===== config.mk =====
export PLATFORM = sky130hd
export DESIGN_NAME = tmvg_emit
export DESIGN_NICKNAME = d
export VERILOG_FILES = /design/src/tmvg_pkg.sv /design/src/tmvg_emit.sv
export SDC_FILE = /design/constraint.sdc
export NUM_CORES = 1
export LEC_CHECK = 0
export ABC_CLOCK_PERIOD_IN_PS = 1800
export BUFFER_PORTS_ARGS = -buffer_cell sky130_fd_sc_hd__buf_2
export CAP_MARGIN = 5
export CORE_AREA = 2 2 153 155
export CTS_CLUSTER_DIAMETER = 60
export DETAILED_ROUTE_END_ITERATION = 8
export DIE_AREA = 0 0 155 157
export GPL_TIMING_DRIVEN = 1
export HOLD_SLACK_MARGIN = 0.06
export SYNTH_ARGS = -nofsm -noshare
export SYNTH_HDL_FRONTEND = slang
export SYNTH_SLANG_ARGS = --single-unit
export TNS_END_PERCENT = 100

===== constraint.sdc =====
create_clock -name clk -period 1.8 [get_ports clk]
set_input_delay 0.27 -clock clk [delete_from_list [all_inputs] [get_ports clk]]
set_output_delay 0.27 -clock clk [all_outputs]
set_load 0.02 [all_outputs]

===== src/tmvg_pkg.sv =====
`default_nettype none
package tmvg_pkg;

    localparam int MAX_DIVISIONS = 256;

    // pipelined divider: four quotient bits per stage
    localparam int DIV_STAGES = 6;
    localparam int DIV_STEP   = 4;
    localparam int NUM_W      = DIV_STAGES * DIV_STEP;

    // sine unit: fold, square, four horner steps, final product, round
    localparam int SIN_STAGES = 8;
    localparam int HORNER_N   = 4;

    localparam int META_LEN = DIV_STAGES + SIN_STAGES + 2;
    localparam int TEX_LEN  = SIN_STAGES + 2;
    localparam int PIPE_LEN = META_LEN + 1;

    localparam int TDATA_W = 184;

    localparam logic [31:0] K1 = 32'd1686629713;
    localparam logic [31:0] K3 = 32'd693598670;
    localparam logic [31:0] K5 = 32'd85569305;
    localparam logic [31:0] K7 = 32'd5026994;
    localparam logic [31:0] K9 = 32'd172272;

    localparam logic [31:0] HORNER_K [HORNER_N] = '{K7, K5, K3, K1};

    typedef enum logic [1:0] {
        KIND_VERTEX   = 2'd0,
        KIND_TRIANGLE = 2'd1,
        KIND_REJECT   = 2'd2
    } kind_t;

    typedef enum logic [1:0] {
        CFG_RING_RADIUS = 2'd0,
        CFG_TUBE_RADIUS = 2'd1,
        CFG_ROWS_COUNT  = 2'd2,
        CFG_COLS_COUNT  = 2'd3
    } cfg_reg_t;

    typedef struct packed {
        logic               reject;
        logic               interior;
        logic signed [17:0] pos_x;
        logic signed [17:0] pos_y;
        logic signed [17:0] pos_z;
        logic signed [15:0] norm_x;
        logic signed [15:0] norm_y;
        logic signed [15:0] norm_z;
        logic [16:0]        tex_u;
        logic [16:0]        tex_v;
        logic [15:0]        p00;
        logic [15:0]        p01;
        logic [15:0]        p10;
        logic [15:0]        p11;
    } item_t;

    // divide by 2^sh, rounding half away from zero
    function automatic logic signed [47:0] round_shift(input logic signed [47:0] v,
                                                       input int sh);
        logic signed [47:0] half;
        logic signed [47:0] mag;
        half = 48'sd1 <<< (sh - 1);
        if (v >= 0)
        begin
            round_shift = (v + half) >>> sh;
        end
        else
        begin
            mag = ((-v) + half) >>> sh;
            round_shift = -mag;
        end
    endfunction

    function automatic logic signed [17:0] sat18(input logic signed [47:0] v);
        if (v > 48'sd131071)
        begin
            sat18 = 18'sd131071;
        end
        else if (v < -48'sd131072)
        begin
            sat18 = -18'sd131072;
        end
        else
        begin
            sat18 = v[17:0];
        end
    endfunction

endpackage
`default_nettype wire


===== src/tmvg_emit.sv =====
`default_nettype none
module tmvg_emit (
    input  wire logic                            clk,
    input  wire logic                            rst_n,
    input  wire tmvg_pkg::item_t                 item,
    input  wire logic                            item_valid,
    output logic                                 done,
    output logic                                 m_tvalid,
    input  wire logic                            m_tready,
    output logic [tmvg_pkg::TDATA_W-1:0]         m_tdata,  // pos_x, pos_y, pos_z, norm_x,
                                                           // norm_y, norm_z, tex_u, tex_v,
                                                           // corners
    output logic [1:0]                           m_tuser,  // kind
    output logic                                 m_tlast
);

    logic [1:0] phase_reg;
    logic [1:0] phase_next;
    logic       fire;
    tmvg_pkg::kind_t kind;
    logic [47:0] corners;
    logic        vert;

    always_comb
    begin
        kind    = tmvg_pkg::KIND_VERTEX;
        m_tlast = 1'b0;
        corners = '0;
        vert    = 1'b0;
        case (phase_reg)
            2'd0:
            begin
                if (item.reject)
                begin
                    kind    = tmvg_pkg::KIND_REJECT;
                    m_tlast = 1'b1;
                end
                else
                begin
                    vert    = 1'b1;
                    m_tlast = !item.interior;
                end
            end
            2'd1:
            begin
                kind    = tmvg_pkg::KIND_TRIANGLE;
                corners = {item.p01, item.p10, item.p00};
            end
            default:
            begin
                kind    = tmvg_pkg::KIND_TRIANGLE;
                m_tlast = 1'b1;
                corners = {item.p11, item.p10, item.p01};
            end
        endcase
    end

    always_comb
    begin
        m_tvalid = item_valid;
        m_tuser  = kind;
        if (vert)
        begin
            m_tdata = {corners, item.tex_v, item.tex_u, item.norm_z, item.norm_y, item.norm_x,
                       item.pos_z, item.pos_y, item.pos_x};
        end
        else
        begin
            m_tdata = {corners, 136'd0};
        end
        fire = m_tvalid && m_tready;
        done = fire && m_tlast;
        if (done)
        begin
            phase_next = 2'd0;
        end
        else if (fire)
        begin
            phase_next = phase_reg + 2'd1;
        end
        else
        begin
            phase_next = phase_reg;
        end
    end

    always_ff @(posedge clk or negedge rst_n)
    begin
        if (!rst_n)
        begin
            phase_reg <= 2'd0;
        end
        else
        begin
            phase_reg <= phase_next;
        end
    end

endmodule
`default_nettype wire


==> reports/results.txt, run 1 <==
multi-input gate area in the final layout = 1570 um2
Port Buffer Count = 394
TritonCTS clock tree = built
ratio of cells with drive above 1 in the final layout = 78.7%
Total Routing Usage GR = 9.34%
Cell Chain, Critical Path = buf_4, buf_6, ha_4, nor2_4, buf_4, buf_12, a22o_1, buf_6
initial core utilization = 6.70%
power per standard cell area = 797 nW/um2
Syn Inst Count = 228
commonest non-fill, non-tap cell in the layout = buf_2
Post-Route WL = 14.7 mm
Post-Synth Simple-Gate Area = 66.4%
failing checks = setup timing
Synth Cell Area = 1510 um2
class of the worst hold path = input port to register
Crit path depth = 8
clk sinks = 2
die height = 157 um
die width = 155 um
first-pass GRT wire length = 17.6 mm
pre-CTS WS = -0.0893 ns
Yosys warning total = 0
r2r setup slk = 0.39 ns
Non-Filler Instances = 921
CP endpoint = m_tdata[174]
GPL Wtd Cong = 0.812
worst r2r src = phase_reg[0]
Post-DRT Antenna Nets = 0
Tcrit/Tclk final = 112%
Fin. Hold Viols = 0
post-synthesis net count = 436
drt drc = 0
CTS clock-pin slew for the worst setup and hold paths = 0.03 ns
Max-Cap Viols = 0
#FFs+latches synth = 2
design area = 5330 um2
Slowest-stage cell, CP = dfrtp_1
final hold slack = 0.361 ns
crit-path max cell delay = 0.38 ns
Final nets = 845
first drt pass iteration count = 4
largest family of logic cells by synthesized area = simple AND/OR/NAND/NOR gates
Critical Path End Type = primary output
CP Launch Type = register
origin of the worst setup path = phase_reg[0]
initial antenna violation count = 3
total power = 4.25 mW
final setup fails = 186
DP HPWL = 9.83 mm
Fillers = 2,466
Area after DPL = 3800 um2
I/O pin count = 395
crit path max fanout = 8
row count = 55
RSZ-0062 raised after global routing = true
status = finished, violations left
commonest cells after routing, fill and taps aside = buf_2 (249), buf_6 (104), and2_1 (95)
Arrival @ worst endpoint = 1.74 ns
minimum clock period = 2.01 ns
Avg Inst Size Synth = 6.61 um2
max FFs per register = 2
post-synthesis sequential area ratio = 3.32%
largest net degree at the start of global routing = 38
drt first-iter violations = 182
final core occ = 23.7%
clk_skew = 0.000456 ns
via density per instance = 3.56
Setup Crit Path Kind = register to primary output
CTS Buf Count = 3
vias in the first global route = 2,938
Synth Area in XOR/XNOR = 0%
post-synthesis adder-cell area fraction = 1.66%
placed insts = 888
maximum clock rate = 497 MHz
Compound-Gate Fraction of Synth Area = 20.1%
register area = 50.0 um2
post-synthesis mux area share = 0%
Yosys cell types = 17
DR WL/cell = 15.9 um
final setup margin = -0.213 ns
DR vias = 3,279
worst path bufs/invs = 5
setup TNS = -23.34 ns
clock tree root buffer cell = clkbuf_16
Worst-Margin Slew = 0.257 ns
die area = 24,300 um2
CP Data Required Time = 1.53 ns
H-tree levels = 1
Worst R2R Path Depth = 7
RR Endpoint = phase_reg[0]
clk_lat worst skew = 0.22 ns
Area growth, synth to finish = 254%
Final Slew Violations = 0
Peak VDD IR = 826 uV
P_leak = 2.93 nW
clk buf depth = 2
critical path's top delay family = buffers and inverters
core area = 22,500 um2
Slew headroom = 82.9%
GRT overflow = 0
[layer usage]
layer	share of wire (%)	GRT usage [%]	vias to the layer above
li1	-	-	1554
met1	37	12.4	1507
met2	52	15.9	202
met3	10	2.12	12
met4	0.56	0.970	4
met5	0.18	0	-
[cell usage after synthesis]
| cell | number | area [um2] |
|---|---|---|
| dfrtp_1 | 2 | 50.1 |
| nor2_1 | 1 | 3.75 |
| o21ai_0 | 2 | 10.0 |
| inv_1 | 3 | 11.3 |
| clkbuf_2 | 13 | 65.1 |
| a22o_1 | 32 | 280 |
| and2_1 | 153 | 957 |
| and3_1 | 1 | 6.26 |
| a22oi_2 | 1 | 12.5 |
| nand3_1 | 2 | 10.0 |
| nand2b_1 | 1 | 6.26 |
| buf_2 | 6 | 30.0 |
| clkbuf_1 | 4 | 15.0 |
| buf_4 | 1 | 7.51 |
| nand2_1 | 3 | 11.3 |
| nor2b_1 | 1 | 6.26 |
| ha_1 | 2 | 25.0 |
[logic make-up after synthesis]
kind of cell    after synthesis
flops                         2
compound gates               35
fa+ha+maj                     2
simple gates                162
buf+inv                      27
[worst register-to-register path: stages (launching register included)]
cell and delay [ns]:
dfrtp_1 0.35, inv_2 0.06, ha_4 0.15, nor2b_4 0.13, buf_12 0.14, buf_6 0.11, a22oi_2 0.21, o21ai_0 0.13
[where the power goes]
group / leakage (nW) / internal (mW) / switching [mW]
Sequential: 0.0271 / 0.0521 / 0.00474
Clock: 0.0370 / 0.283 / 0.0503
Combinational: 2.86 / 1.97 / 1.89
[how the worst min path moves through the flow]
stage / start / to / slack [ns] / cells after the start
2_1_floorplan: rst_n / phase_reg[0] / -0.03 / 0
3_3_place_gp: rst_n / phase_reg[0] / 0.06 / 1
3_5_place_dp: rst_n / phase_reg[1] / 0.06 / 1
4_1_cts: m_tready / phase_reg[1] / 0.36 / 3
5_1_grt: rst_n / phase_reg[0] / 0.38 / 2
6_report: m_tready / phase_reg[1] / 0.36 / 3
[cell type report]
class,instances,share of cell area (%)
well taps,285,6.69
flip-flops and latches,2,0.939
diodes,1,0.0469
inverters,3,0.211
multi-input cells,200,29.4
clock buffers,3,1.41
repair buffers,427,61.3
[repair_timing]
action,in CTS,in global routing
hold endpoints to repair,2,0
buffers inserted,8,8
gates cloned,8,6
resized for setup,150,185
setup endpoints to repair,186,186
pin swaps,27,15
hold buffers,1,0
No activity file was read; power rests on OpenSTA's default activity.
==> run 2, diff against run 1 <==
Settings changed: CELL_PAD_IN_SITES_DETAIL_PLACEMENT set to 0, CELL_PAD_IN_SITES_GLOBAL_PLACEMENT set to 2, CORE_AREA 2 2 153 155 to 2 2 155 157, DIE_AREA 0 0 155 157 to 0 0 157 159, PLACE_DENSITY_LB_ADDON set to 0.1.
==> run 2 against run 1 <==
Compared with the run above:
- the flow still finishes with violations (setup timing)
- die area rose by 2.6%
- final cell count rose by 4.0%
- fmax rose by 2.4%
- global-route usage rose by 0.30 points
- design area rose by 1.4%
- sequential power rose by 2%
- via count fell by 3.9%
- critical path depth did not move
- clock-buffer cell count did not move
- core utilization fell by 0.39 points
- highest routed layer is now met4
==> reports/results.txt, run 2 (synthesis results as in run 1) <==
clk buf depth = 2 (unchanged)
DR vias = 3,152 (-3.9%)
H-tree levels = 1 (unchanged)
Cell Chain, Critical Path = inv_2, ha_4, nor2b_4, buf_12, buf_12, clkbuf_16, and2_4, buf_6
via density per instance = 3.29 (-7.6%)
drt first-iter violations = 85 (-53%)
class of the worst hold path = input port to register
clock tree root buffer cell = clkbuf_16
GRT overflow = 0 (unchanged)
Post-Route WL = 14.0 mm (-4.3%)
Final nets = 848 (+0.36%)
Final Slew Violations = 0 (unchanged)
total power = 4.14 mW (-2.6%)
Setup Crit Path Kind = register to primary output
Tcrit/Tclk final = 109% (-2.7 points)
crit path max fanout = 6 (-2)
Arrival @ worst endpoint = 1.70 ns (-0.04 ns)
final hold slack = 0.365 ns (+0.00366 ns)
clk_lat worst skew = 0.22 ns (about the same)
I/O pin count = 395 (unchanged)
CTS clock-pin slew for the worst setup and hold paths = 0.03 ns (about the same)
Fin. Hold Viols = 0 (unchanged)
DR WL/cell = 14.6 um (-8.0%)
die height = 159 um (+1.3%)
Slowest-stage cell, CP = dfrtp_1
crit-path max cell delay = 0.40 ns (+0.02 ns)
initial core utilization = 6.50% (-0.20 points)
Port Buffer Count = 394 (unchanged)
CP Launch Type = register
minimum clock period = 1.97 ns (-0.0477 ns)
Max-Cap Viols = 0 (unchanged)
GPL Wtd Cong = 0.766 (-5.7%)
CP Data Required Time = 1.53 ns (about the same)
DP HPWL = 11.2 mm (+14%)
final setup margin = -0.165 ns (+0.0477 ns)
P_leak = 2.94 nW (+0.47%)
row count = 56 (+1.8%)
die area = 25,000 um2 (+2.6%)
final setup fails = 168 (-9.7%)
maximum clock rate = 509 MHz (+2.4%)
commonest cells after routing, fill and taps aside = buf_2 (255), buf_6 (119), and2_1 (97)
critical path's top delay family = buffers and inverters
RSZ-0062 raised after global routing = true
commonest non-fill, non-tap cell in the layout = buf_2
Worst-Margin Slew = 0.209 ns (-0.0481 ns)
Area growth, synth to finish = 259%
core area = 23,200 um2 (+3.1%)
initial antenna violation count = 1 (-2)
first drt pass iteration count = 4 (unchanged)
largest net degree at the start of global routing = 39 (+2.6%)
failing checks = setup timing
Slew headroom = 86.1% (+3.2 points)
Crit path top cell by count = buf_12
Post-DRT Antenna Nets = 0 (unchanged)
first-pass GRT wire length = 18.5 mm (+5.1%)
status = finished, violations left
Peak VDD IR = 397 uV (-52%)
clk_skew = 0.000947 ns (+0.000491 ns)
clk sinks = 2 (unchanged)
max FFs per register = 2 (unchanged)
drt drc = 0 (unchanged)
CTS Buf Count = 3 (unchanged)
vias in the first global route = 3,039 (+3.4%)
power per standard cell area = 766 nW/um2 (-3.9%)
die width = 157 um (+1.3%)
worst path bufs/invs = 5 (unchanged)
TritonCTS clock tree = built
Total Routing Usage GR = 9.64% (+0.30 points)
ratio of cells with drive above 1 in the final layout = 78.1% (-0.68 points)
Critical Path End Type = primary output
[run 2: changes by cell type in the layout (fill, tap and decap cells not counted), moves of 2 or more]
cell and change:
a22o_4 -3, buf_8 +4, buf_16 -2, buf_12 -2, a22o_1 +3, buf_6 +15, buf_4 -18, and2_1 +2
buf_2 +6, and2_4 -2
[run 2: where the power goes]
part,leakage [nW],switching (mW),internal [mW]
logic,2.88,1.79,1.96
clock network,0.0370,0.0502,0.283
registers,0.0271,0.00604,0.0521
total,2.94,1.85,2.29
[run 2: worst reg2reg max path, delay by kind of cell, from the launching register on]
kind            cells  cell delay, ns
compound gates      2            0.23
fa+ha+maj           1            0.13
buf+inv             4            0.51
flops               1            0.40
simple gates        1            0.17
[run 2: repair_timing]
item | CTS | global route
hold buffers | 1 | 0
resized for setup | 249 | 96
endpoints found under the hold margin | 2 | 0
pin swaps | 11 | 53
gates cloned | 7 | 5
endpoints found under the setup margin | 177 | 185
buffers inserted | 10 | 2
[run 2: per-layer routing]
layer  global-route usage [%]  routed length [um]  vias up
met2                     20.7                8050      168
met5                        0                   0        -
met3                     1.96                1130        4
met1                     9.30                4780     1426
met4                     1.25                  61        0
li1                         -                   -     1554
[run 2: final timing paths]
path / from / endpoint / slack, ns / depth (start not counted)
max: phase_reg[0] / m_tdata[47] / -0.17 / 8
min: m_tready / phase_reg[1] / 0.36 / 3
max reg2reg: phase_reg[0] / phase_reg[0] / 0.27 / 8
min reg2reg: phase_reg[1] / phase_reg[1] / 0.50 / 2
max in group asynchronous: rst_n / phase_reg[0] / 1.31 / 2
min in group asynchronous: rst_n / phase_reg[1] / 0.39 / 2
[run 2: through the flow]
step	std cells	cell area [um2]	setup slack (ns)	TNS, ns	util (%)
2_1_floorplan	228	1510	0.0205	0	-
3_3_place_gp	929	3900	0.00810	0	16.8
3_5_place_dp	929	3900	-0.0102	-0.0192	16.8
4_1_cts	950	4970	-0.179	-20.15	21.4
5_1_grt	957	5400	-0.224	-31.53	23.3
6_report	958	5410	-0.165	-18.74	23.3
[run 2: layout make-up]
cell class	instances	area (um2)
sequential	2	50.0
clock buffer	3	75.1
antenna	1	2.50
tap	319	399
fill	2608	17800
inverter	3	11.3
multi-input combinational	199	1520
timing repair buffer	431	3350
