==> src/tmvg_pkg.sv <==
`default_nettype none
package tmvg_pkg;

    localparam int MAX_DIVISIONS = 256;

    // pipelined divider: four quotient bits per stage
    localparam int DIV_STAGES = 6;
    localparam int DIV_STEP   = 4;
    localparam int NUM_W      = DIV_STAGES * DIV_STEP;

    // sine unit: fold, square, four horner steps, final product, round
    localparam int SIN_STAGES = 8;
    localparam int HORNER_N   = 4;

    localparam int META_LEN = DIV_STAGES + SIN_STAGES + 2;
    localparam int TEX_LEN  = SIN_STAGES + 2;
    localparam int PIPE_LEN = META_LEN + 1;

    localparam int TDATA_W = 184;

    localparam logic [31:0] K1 = 32'd1686629713;
    localparam logic [31:0] K3 = 32'd693598670;
    localparam logic [31:0] K5 = 32'd85569305;
    localparam logic [31:0] K7 = 32'd5026994;
    localparam logic [31:0] K9 = 32'd172272;

    localparam logic [31:0] HORNER_K [HORNER_N] = '{K7, K5, K3, K1};

    typedef enum logic [1:0] {
        KIND_VERTEX   = 2'd0,
        KIND_TRIANGLE = 2'd1,
        KIND_REJECT   = 2'd2
    } kind_t;

    typedef enum logic [1:0] {
        CFG_RING_RADIUS = 2'd0,
        CFG_TUBE_RADIUS = 2'd1,
        CFG_ROWS_COUNT  = 2'd2,
        CFG_COLS_COUNT  = 2'd3
    } cfg_reg_t;

    typedef struct packed {
        logic               reject;
        logic               interior;
        logic signed [17:0] pos_x;
        logic signed [17:0] pos_y;
        logic signed [17:0] pos_z;
        logic signed [15:0] norm_x;
        logic signed [15:0] norm_y;
        logic signed [15:0] norm_z;
        logic [16:0]        tex_u;
        logic [16:0]        tex_v;
        logic [15:0]        p00;
        logic [15:0]        p01;
        logic [15:0]        p10;
        logic [15:0]        p11;
    } item_t;

    // divide by 2^sh, rounding half away from zero
    function automatic logic signed [47:0] round_shift(input logic signed [47:0] v,
                                                       input int sh);
        logic signed [47:0] half;
        logic signed [47:0] mag;
        half = 48'sd1 <<< (sh - 1);
        if (v >= 0)
        begin
            round_shift = (v + half) >>> sh;
        end
        else
        begin
            mag = ((-v) + half) >>> sh;
            round_shift = -mag;
        end
    endfunction

    function automatic logic signed [17:0] sat18(input logic signed [47:0] v);
        if (v > 48'sd131071)
        begin
            sat18 = 18'sd131071;
        end
        else if (v < -48'sd131072)
        begin
            sat18 = -18'sd131072;
        end
        else
        begin
            sat18 = v[17:0];
        end
    endfunction

endpackage
`default_nettype wire

==> src/tmvg_div.sv <==
`default_nettype none
module tmvg_div (
    input  wire logic                        clk,
    input  wire logic                        en,
    input  wire logic [tmvg_pkg::NUM_W-1:0]  num,
    input  wire logic [7:0]                  den,
    output logic      [16:0]                 quo
);

    logic [8:0]                 rem_reg [tmvg_pkg::DIV_STAGES];
    logic [tmvg_pkg::NUM_W-1:0] w_reg   [tmvg_pkg::DIV_STAGES];
    logic [8:0]                 rem_src [tmvg_pkg::DIV_STAGES];
    logic [tmvg_pkg::NUM_W-1:0] w_src   [tmvg_pkg::DIV_STAGES];
    logic [8:0]                 rem_next[tmvg_pkg::DIV_STAGES];
    logic [tmvg_pkg::NUM_W-1:0] w_next  [tmvg_pkg::DIV_STAGES];

    always_comb
    begin
        rem_src[0] = 9'd0;
        w_src[0]   = num;
        for (int k = 1; k < tmvg_pkg::DIV_STAGES; k++)
        begin
            rem_src[k] = rem_reg[k-1];
            w_src[k]   = w_reg[k-1];
        end
    end

    // restoring division, dividend bits shift out the top while quotient bits enter below
    always_comb
    begin
        logic [8:0]                   r;
        logic [tmvg_pkg::DIV_STEP-1:0] q;
        for (int k = 0; k < tmvg_pkg::DIV_STAGES; k++)
        begin
            r = rem_src[k];
            q = '0;
            for (int j = 0; j < tmvg_pkg::DIV_STEP; j++)
            begin
                r = {r[7:0], w_src[k][tmvg_pkg::NUM_W-1-j]};
                if (r >= {1'b0, den})
                begin
                    r = r - {1'b0, den};
                    q[tmvg_pkg::DIV_STEP-1-j] = 1'b1;
                end
            end
            rem_next[k] = r;
            w_next[k]   = {w_src[k][tmvg_pkg::NUM_W-tmvg_pkg::DIV_STEP-1:0], q};
        end
    end

    always_ff @(posedge clk)
    begin
        if (en)
        begin
            for (int k = 0; k < tmvg_pkg::DIV_STAGES; k++)
            begin
                rem_reg[k] <= rem_next[k];
                w_reg[k]   <= w_next[k];
            end
        end
    end

    assign quo = w_reg[tmvg_pkg::DIV_STAGES-1][16:0];

endmodule
`default_nettype wire

==> config.mk <==
export PLATFORM = sky130hd
export DESIGN_NAME = tmvg_div
export DESIGN_NICKNAME = d
export VERILOG_FILES = /design/src/tmvg_pkg.sv /design/src/tmvg_div.sv
export SDC_FILE = /design/constraint.sdc
export NUM_CORES = 1
export LEC_CHECK = 0
export BUFFER_PORTS_ARGS = -buffer_cell sky130_fd_sc_hd__buf_2
export CAP_MARGIN = 20
export CORE_MARGIN = 1
export CORE_UTILIZATION = 42
export DETAILED_ROUTE_END_ITERATION = 10
export MAX_ROUTING_LAYER = met4
export SYNTH_ARGS = -nofsm -noshare
export SYNTH_HDL_FRONTEND = slang
export SYNTH_SLANG_ARGS = --single-unit
==> constraint.sdc <==
create_clock -name clk -period 9.9 [get_ports clk]
set_input_delay 0.495 -clock clk [delete_from_list [all_inputs] [get_ports clk]]
set_output_delay 0.495 -clock clk [all_outputs]
set_load 0.05 [all_outputs]
==> flow_summary.toml, run 1 <==
[status]
status = "complete, no violations"

[die]
initial_core_util_pct = 42.5
die_x_um = 183
core_um2 = 32500
die-area_um2 = 33600
die_h_um = 183
num_io_pins = 51
rows = 66

[detailed_routing]
route.detailed.drc = 0
drt-pass1-iter-count = 5
via_per_inst = 5.56
drt_iter0_markers = 741
vias = 10500
wl_per_cell_um = 17.3
drtAntennaViolNets = 0
wl_um = 32700

[global_route]
grt_pass1_wl_um = 53500
grt_overflow_total = 0
antenna_found_initial = 0
grt_usage_pct = 20.9
grt_max_degree = 79
grt_pass1_vias = 10300

[clocking]
post-cts-setup-buffers = 0
postCtsHoldBufs = 0
clock_latency_ns = 0.43
htree_levels = 4
cts_tree = "yes"
clockBufferDepth = 2
cts_root_buf = "clkbuf_16"
path_clk_slew_ns = 0.07
cts_buffers = 17
clock-sinks = 145
post_cts_resized = 0

[logic_synthesis]
synth_edf_count = 145
synth_largest_area_cell = "edfxtp_1"
yosysMostFrequentCell = "ha_1"
avgSynthCellArea_um2 = 10.1
synth_ff_type = "edfxtp_1"
synth.distinct_cells = 79
syn-cell-area_um2 = 13800
syn_inst = 1360
synth.area.top_cells = "edfxtp_1 (32%), ha_1 (17%), mux2_2 (6.4%)"
ys_seq_elements = 145
ys_warn_count = 0
syn_nets = 1602
synth_common_cells = "ha_1 (186), edfxtp_1 (145), inv_1 (94), a21oi_1 (88), o21ai_0 (82)"
ys_async_sr_fraction_pct = 0
synth_top_area_share_pct = 31.5
yosysSeqAreaShare_pct = 31.5

[timing]
rsz0062_at_grt = "no"
drv_slew = 0
finalSetupViolations = 0
finalHoldViolations = 0
relSlewSlack_pct = 33.9
finalClockSkew_ns = 0.0112
fin_crit_ns = 9.15
tightest_slew_ns = 0.991
tns_ns = 0
period_share_pct = 92.5
max_freq_ghz = 0.109

[layout]
utilization_pct = 47.2
area_delta_synth_final_pct = 10.9
drive_above_1_share_pct = 15.2
antenna_cells = 0
stdcell_count = 1893
largest_reg_flops = 105
nets = 1680

[setup_path]
path_common_cell = "o21ai_0"
crit_type = "input pin to flop"
arrival_ns = 9.33
crit_fanout = 18
cpPeakStageDelay_ns = 0.53
cpMaxStageDelayCell = "a311o_1"
worstSetupEndpointType = "flop"
crit_required_ns = 10.07
start_kind = "input pin"

[place]
dpl.hpwl_um = 24900
dp_cells = 1861
portBuffers = 50
gp_congestion = 0.916

[run]
cap_viol_max_count = 0

[worst_hold_path]
min_path_type = "input pin to flop"
-- final timing paths --
kind / slack (ns) / from / endpoint / cells after the start
setup / recovery: 0.75 / den[1] / w_reg[5][0]$_DFFE_PP_ / 41
hold / removal: 0.23 / num[18] / w_reg[0][22]$_DFFE_PP_ / 1
setup reg to reg: 1.10 / rem_reg[0][3]$_DFFE_PP_ / rem_reg[1][7]$_DFFE_PP_ / 32
hold reg to reg: 0.41 / w_reg[3][1]$_DFFE_PP_ / w_reg[4][5]$_DFFE_PP_ / 0
-- final cells by class --
cell class / count / area (um^2)
clock buffer: 18 / 429
clock inverter: 14 / 131
fill: 2993 / 17100
inverter: 97 / 364
multi-input combinational: 1105 / 9020
sequential: 145 / 4350
tap: 442 / 553
timing repair buffer: 72 / 459
-- placed cells by master (no fill, tap or decap), types with 6 or more instances in the layout --
cell       count
o31ai_1        6
a221o_1        8
a21boi_0       8
buf_4         19
xor2_1        40
buf_2         49
mux2i_1       28
nand2b_1      31
o21ai_0       82
o21a_1        17
nor2_1        77
nand2_1       70
or3_1          7
fa_1          22
a21o_1        50
and4_1         8
and2_1         6
o21bai_1      14
ha_1         186
a21oi_1       88
nor2b_1       35
clkbuf_16     17
xnor2_1       64
or2_2          6
edfxtp_1     145
inv_1         93
nand4_1       25
nand3_1       17
nor3_1        20
mux2_2        79
o211ai_1       9
a211oi_1      15
-- stage by stage --
step / setup WS, ns / cell area, um^2 / hold slack, ns
3_5_place_dp: 0.308 / 14700 / 0.405
4_1_cts: 0.758 / 15300 / 0.206
6_report: 0.745 / 15300 / 0.231
2_1_floorplan: 0.870 / 13800 / 0.400
3_3_place_gp: 0.315 / 14700 / 0.401
5_1_grt: 0.0134 / 15300 / 0.205
-- routing by layer --
layer  routed length [um]  vias to the layer above  part of all wire (%)  global-route usage, %
met3                 1250                       42                   3.8                   3.04
li1                     -                     5270                     -                      -
met5                    0                        -                     0                      -
met1                15200                     5006                    46                   26.8
met4                  578                        0                   1.8                   5.63
met2                15700                      205                    48                   34.2
-- worst max-delay path: cells and delay by family --
family / cells / cell delay [ns]
AO/OA/AOI/OAI: 22 / 5.03
adder cells (fa/ha/maj): 4 / 1.01
buffers and inverters: 6 / 1.11
multiplexers: 3 / 0.73
AND/OR/NAND/NOR: 6 / 0.93
-- cell families (layout without fill, tap and decap cells) --
kind of cell	Yosys count	in the layout	share of synthesized area, %
compound gates	350	350	17.1
simple gates	329	329	12.4
mux	114	114	9.20
xor+xnor	104	104	6.60
flops	145	145	31.5
buf+inv	110	201	3.12
fa+ha+maj	208	208	20.1
Power of run 1 is not shown: default switching activity piles up to over one toggle a cycle in this logic, so the estimate is an artifact.
==> inputs of run 2 (changes only) <==
Clock period 9.9 ns to 11.6 ns, I/O delays scaled along.
==> flow_summary.toml, run 2 (synthesized netlist as in run 1, its figures left out) <==
[worst_hold_path]
min_path_type = "input pin to flop"

[die]
rows = 66
die_h_um = 183
initial_core_util_pct = 42.5
num_io_pins = 51
die-area_um2 = 33600
core_um2 = 32500
die_x_um = 183

[clocking]
post-cts-setup-buffers = 0
cts_buffers = 17
cts_root_buf = "clkbuf_16"
path_clk_slew_ns = 0.06
clock_latency_ns = 0.43
htree_levels = 4
cts_tree = "yes"
postCtsHoldBufs = 0
clock-sinks = 145
clockBufferDepth = 2
post_cts_resized = 0

[timing]
rsz0062_at_grt = "no"
finalClockSkew_ns = 0.00962
finalHoldViolations = 0
hold_ws_ns = 0.324
tns_ns = 0
max_freq_ghz = 0.104
relSlewSlack_pct = 32.2
drv_slew = 0
finalSetupViolations = 0
period_share_pct = 83.2
tightest_slew_ns = 1.02
fin_crit_ns = 9.65

[setup_path]
startpoint = "den[1]"
r2r_end = "rem_reg[3][3]$_DFFE_PP_"
crit_type = "input pin to flop"
crit_fanout = 16
worstSetupEndpointType = "flop"
ff2ff_path_depth = 36
arrival_ns = 9.82
worst_setup_path_endpoint = "rem_reg[3][3]$_DFFE_PP_"
cpPeakStageDelay_ns = 0.50
cpMaxStageDelayCell = "nor2_1"
start_kind = "input pin"
r2r-start = "rem_reg[2][1]$_DFFE_PP_"
r2r_slack_ns = 2.08
path_common_cell = "o21ai_0"
crit_required_ns = 11.77

[layout]
antenna_cells = 0
area_delta_synth_final_pct = 10.3
utilization_pct = 46.9
stdcell_count = 1884
layout.cells.most_common = "ha_1"
largest_reg_flops = 105
drive_above_1_share_pct = 14.7
layout_common_cells = "ha_1 (186), edfxtp_1 (145), inv_1 (93)"
nets = 1671

[run]
cap_viol_max_count = 0

[detailed_routing]
wl_per_cell_um = 16.9
drt-pass1-iter-count = 6
drt_iter0_markers = 614
vias = 10500
wl_um = 31900
route.detailed.drc = 0
via_per_inst = 5.56
drtAntennaViolNets = 0

[place]
gp_congestion = 0.898
dpl.hpwl_um = 24200
portBuffers = 50
dp_cells = 1852

[status]
status = "complete, no violations"

[global_route]
grt_overflow_total = 0
use_met2_pct = 33.0
grt-busiest-layer = "met2"
antenna_found_initial = 0
grtUsageMet3_pct = 3.04
grt_pass1_wl_um = 51900
grt_usage_pct = 20.2
grt_pass1_vias = 10200
grt_max_degree = 82
met1_usage_pct = 26.1
-- run 2: cell types whose count changed in the layout (fill, tap and decap cells not counted), sizes merged --
cell      before  now
buf           72   63
bufinv         1    2
clkinv         3    2
clkinvlp       4    5
inv          103  102
-- run 2: critical path: cells and delay by family --
kind	cells	cell delay, ns
buffers and inverters	7	1.03
and+or+nand+nor	7	1.65
AOI/OAI and AO/OA	20	5.24
adders and majority gates	4	1.30
-- run 2: how the worst min path moves through the flow --
stage,startpoint,endpoint,slack [ns],cells past startpoint
after global routing,num[10],w_reg[0][14]$_DFFE_PP_,0.29,1
after detailed placement,w_reg[0][12]$_DFFE_PP_,w_reg[1][16]$_DFFE_PP_,0.40,0
after CTS,num[10],w_reg[0][14]$_DFFE_PP_,0.30,1
after global placement,w_reg[4][1]$_DFFE_PP_,w_reg[5][5]$_DFFE_PP_,0.40,0
final,num[10],w_reg[0][14]$_DFFE_PP_,0.32,1
after floorplan,w_reg[0][6]$_DFFE_PP_,w_reg[1][10]$_DFFE_PP_,0.40,0
-- run 2: final cells by class --
class,instances,area (um^2)
clock buffers,18,429
clock inverters,14,155
fillers,3010,17200
inverters,97,364
multi-input cells,1105,9020
flip-flops and latches,145,4350
well taps,442,553
repair buffers,63,354
-- run 2: through the flow --
| stage | setup slack, ns | area (um^2) |
|---|---|---|
| floorplan | 2.48 | 13800 |
| global placement | 1.95 | 14600 |
| detailed placement | 1.61 | 14600 |
| CTS | 2.06 | 15200 |
| global route | 1.29 | 15200 |
| finish | 1.95 | 15200 |
-- run 2: metal layers --
metal / part of all wire, % / up-vias
li1: - / 5244
met1: 48 / 4987
met2: 47 / 202
met3: 3.6 / 35
met4: 1.6 / 0
met5: 0 / -
Power of run 2 is left out for the same reason.
==> inputs of run 3 (changes only) <==
Clock period 11.6 ns to 8.6 ns, I/O delays scaled along.
==> flow_summary.toml, run 3 (synthesized netlist as in run 1, its figures left out) <==
[status]
status = "complete, no violations"

[setup_path]
r2r-start = "rem_reg[2][1]$_DFFE_PP_"
r2r_slack_ns = 0.54
startpoint = "den[1]"
path_common_cell = "ha_1"
arrival_ns = 8.30
crit_fanout = 13
start_kind = "input pin"
worst_setup_path_endpoint = "rem_reg[2][3]$_DFFE_PP_"
ff2ff_path_depth = 37
crit_type = "input pin to flop"
crit_required_ns = 8.79
cpPeakStageDelay_ns = 0.49
r2r_end = "rem_reg[3][7]$_DFFE_PP_"
worstSetupEndpointType = "flop"
cpMaxStageDelayCell = "a311oi_4"

[layout]
utilization_pct = 48.6
layout.cells.most_common = "ha_1"
drive_above_1_share_pct = 19.1
layout_common_cells = "ha_1 (185), edfxtp_1 (145), inv_1 (92)"
antenna_cells = 0
stdcell_count = 1942
area_delta_synth_final_pct = 14.3
largest_reg_flops = 105
nets = 1729

[global_route]
antenna_found_initial = 0
grt_pass1_vias = 10500
grt_max_degree = 80
grt_overflow_total = 0
grt_pass1_wl_um = 54300
grt_usage_pct = 21.1

[detailed_routing]
wl_um = 33500
vias = 10700
drt-pass1-iter-count = 5
wl_per_cell_um = 17.2
route.detailed.drc = 0
drtAntennaViolNets = 0
drt_iter0_markers = 624
via_per_inst = 5.52

[timing]
drv_slew = 0
period_share_pct = 94.3
finalClockSkew_ns = 0.0131
tightest_slew_ns = 1.04
max_freq_ghz = 0.123
relSlewSlack_pct = 30.4
finalHoldViolations = 0
fin_crit_ns = 8.11
finalSetupViolations = 0
hold_ws_ns = 0.167

[place]
dpl.hpwl_um = 25600
gp_congestion = 0.918
portBuffers = 50
dp_cells = 1900

[die]
die_x_um = 183
die_h_um = 183
initial_core_util_pct = 42.5
rows = 66
die-area_um2 = 33600
num_io_pins = 51
core_um2 = 32500

[clocking]
clockBufferDepth = 2
cts_tree = "yes"
clock_latency_ns = 0.44
path_clk_slew_ns = 0.07
clock-sinks = 145
cts_buffers = 17
htree_levels = 4
cts_root_buf = "clkbuf_16"

[run]
cap_viol_max_count = 0

[worst_hold_path]
min_path_type = "input pin to flop"
==> run 3: what timing repair did <==
| item | in CTS | in global routing |
|---|---|---|
| gates resized for setup | 0 | 24 |
| hold buffers | 0 | 0 |
| endpoints found under the setup margin | 0 | 36 |
| setup buffers | 0 | 9 |
==> run 3: layer usage <==
metal	GRT usage, %	part of all wire [%]	vias up
met5	-	0	-
met4	6.20	2.0	0
met3	3.00	3.3	48
met2	33.7	46	224
met1	27.9	48	5078
li1	-	-	5369
==> run 3: worst min-delay path by stage <==
| stage | startpoint | to | slack (ns) | depth (start not counted) |
|---|---|---|---|---|
| after detailed placement | w_reg[2][17]$_DFFE_PP_ | w_reg[3][21]$_DFFE_PP_ | 0.40 | 0 |
| after floorplan | w_reg[0][6]$_DFFE_PP_ | w_reg[1][10]$_DFFE_PP_ | 0.40 | 0 |
| final | num[11] | w_reg[0][15]$_DFFE_PP_ | 0.17 | 1 |
| after CTS | num[11] | w_reg[0][15]$_DFFE_PP_ | 0.14 | 1 |
| after global routing | num[7] | w_reg[0][11]$_DFFE_PP_ | 0.15 | 1 |
| after global placement | w_reg[4][2]$_DFFE_PP_ | w_reg[5][6]$_DFFE_PP_ | 0.40 | 0 |
==> run 3: critical path: cells and delay by family <==
kind | cells | cell delay, ns
compound gates | 13 | 3.27
mux | 3 | 1.04
buf+inv | 5 | 0.95
simple gates | 6 | 1.07
xor+xnor | 1 | 0.11
fa+ha+maj | 4 | 1.37
==> run 3: through the flow <==
step	setup slack, ns	setup TNS, ns	cell area, um^2
6_report	0.488	0	15800
5_1_grt	-0.0199	-0.0759	15800
4_1_cts	0.160	0	15600
3_5_place_dp	-0.254	-1.82	15100
3_3_place_gp	-0.286	-2.08	15100
2_1_floorplan	0.0159	0	13800
==> run 3: cell type report <==
| class | instances | area, um^2 |
|---|---|---|
| fillers | 2917 | 16700 |
| multi-input cells | 1105 | 9100 |
| flip-flops and latches | 145 | 4350 |
| repair buffers | 120 | 820 |
| well taps | 442 | 553 |
| clock buffers | 17 | 425 |
| inverters | 97 | 372 |
| clock inverters | 15 | 149 |
| repair inverters | 1 | 5.00 |
Power of run 3 is left out for the same reason.
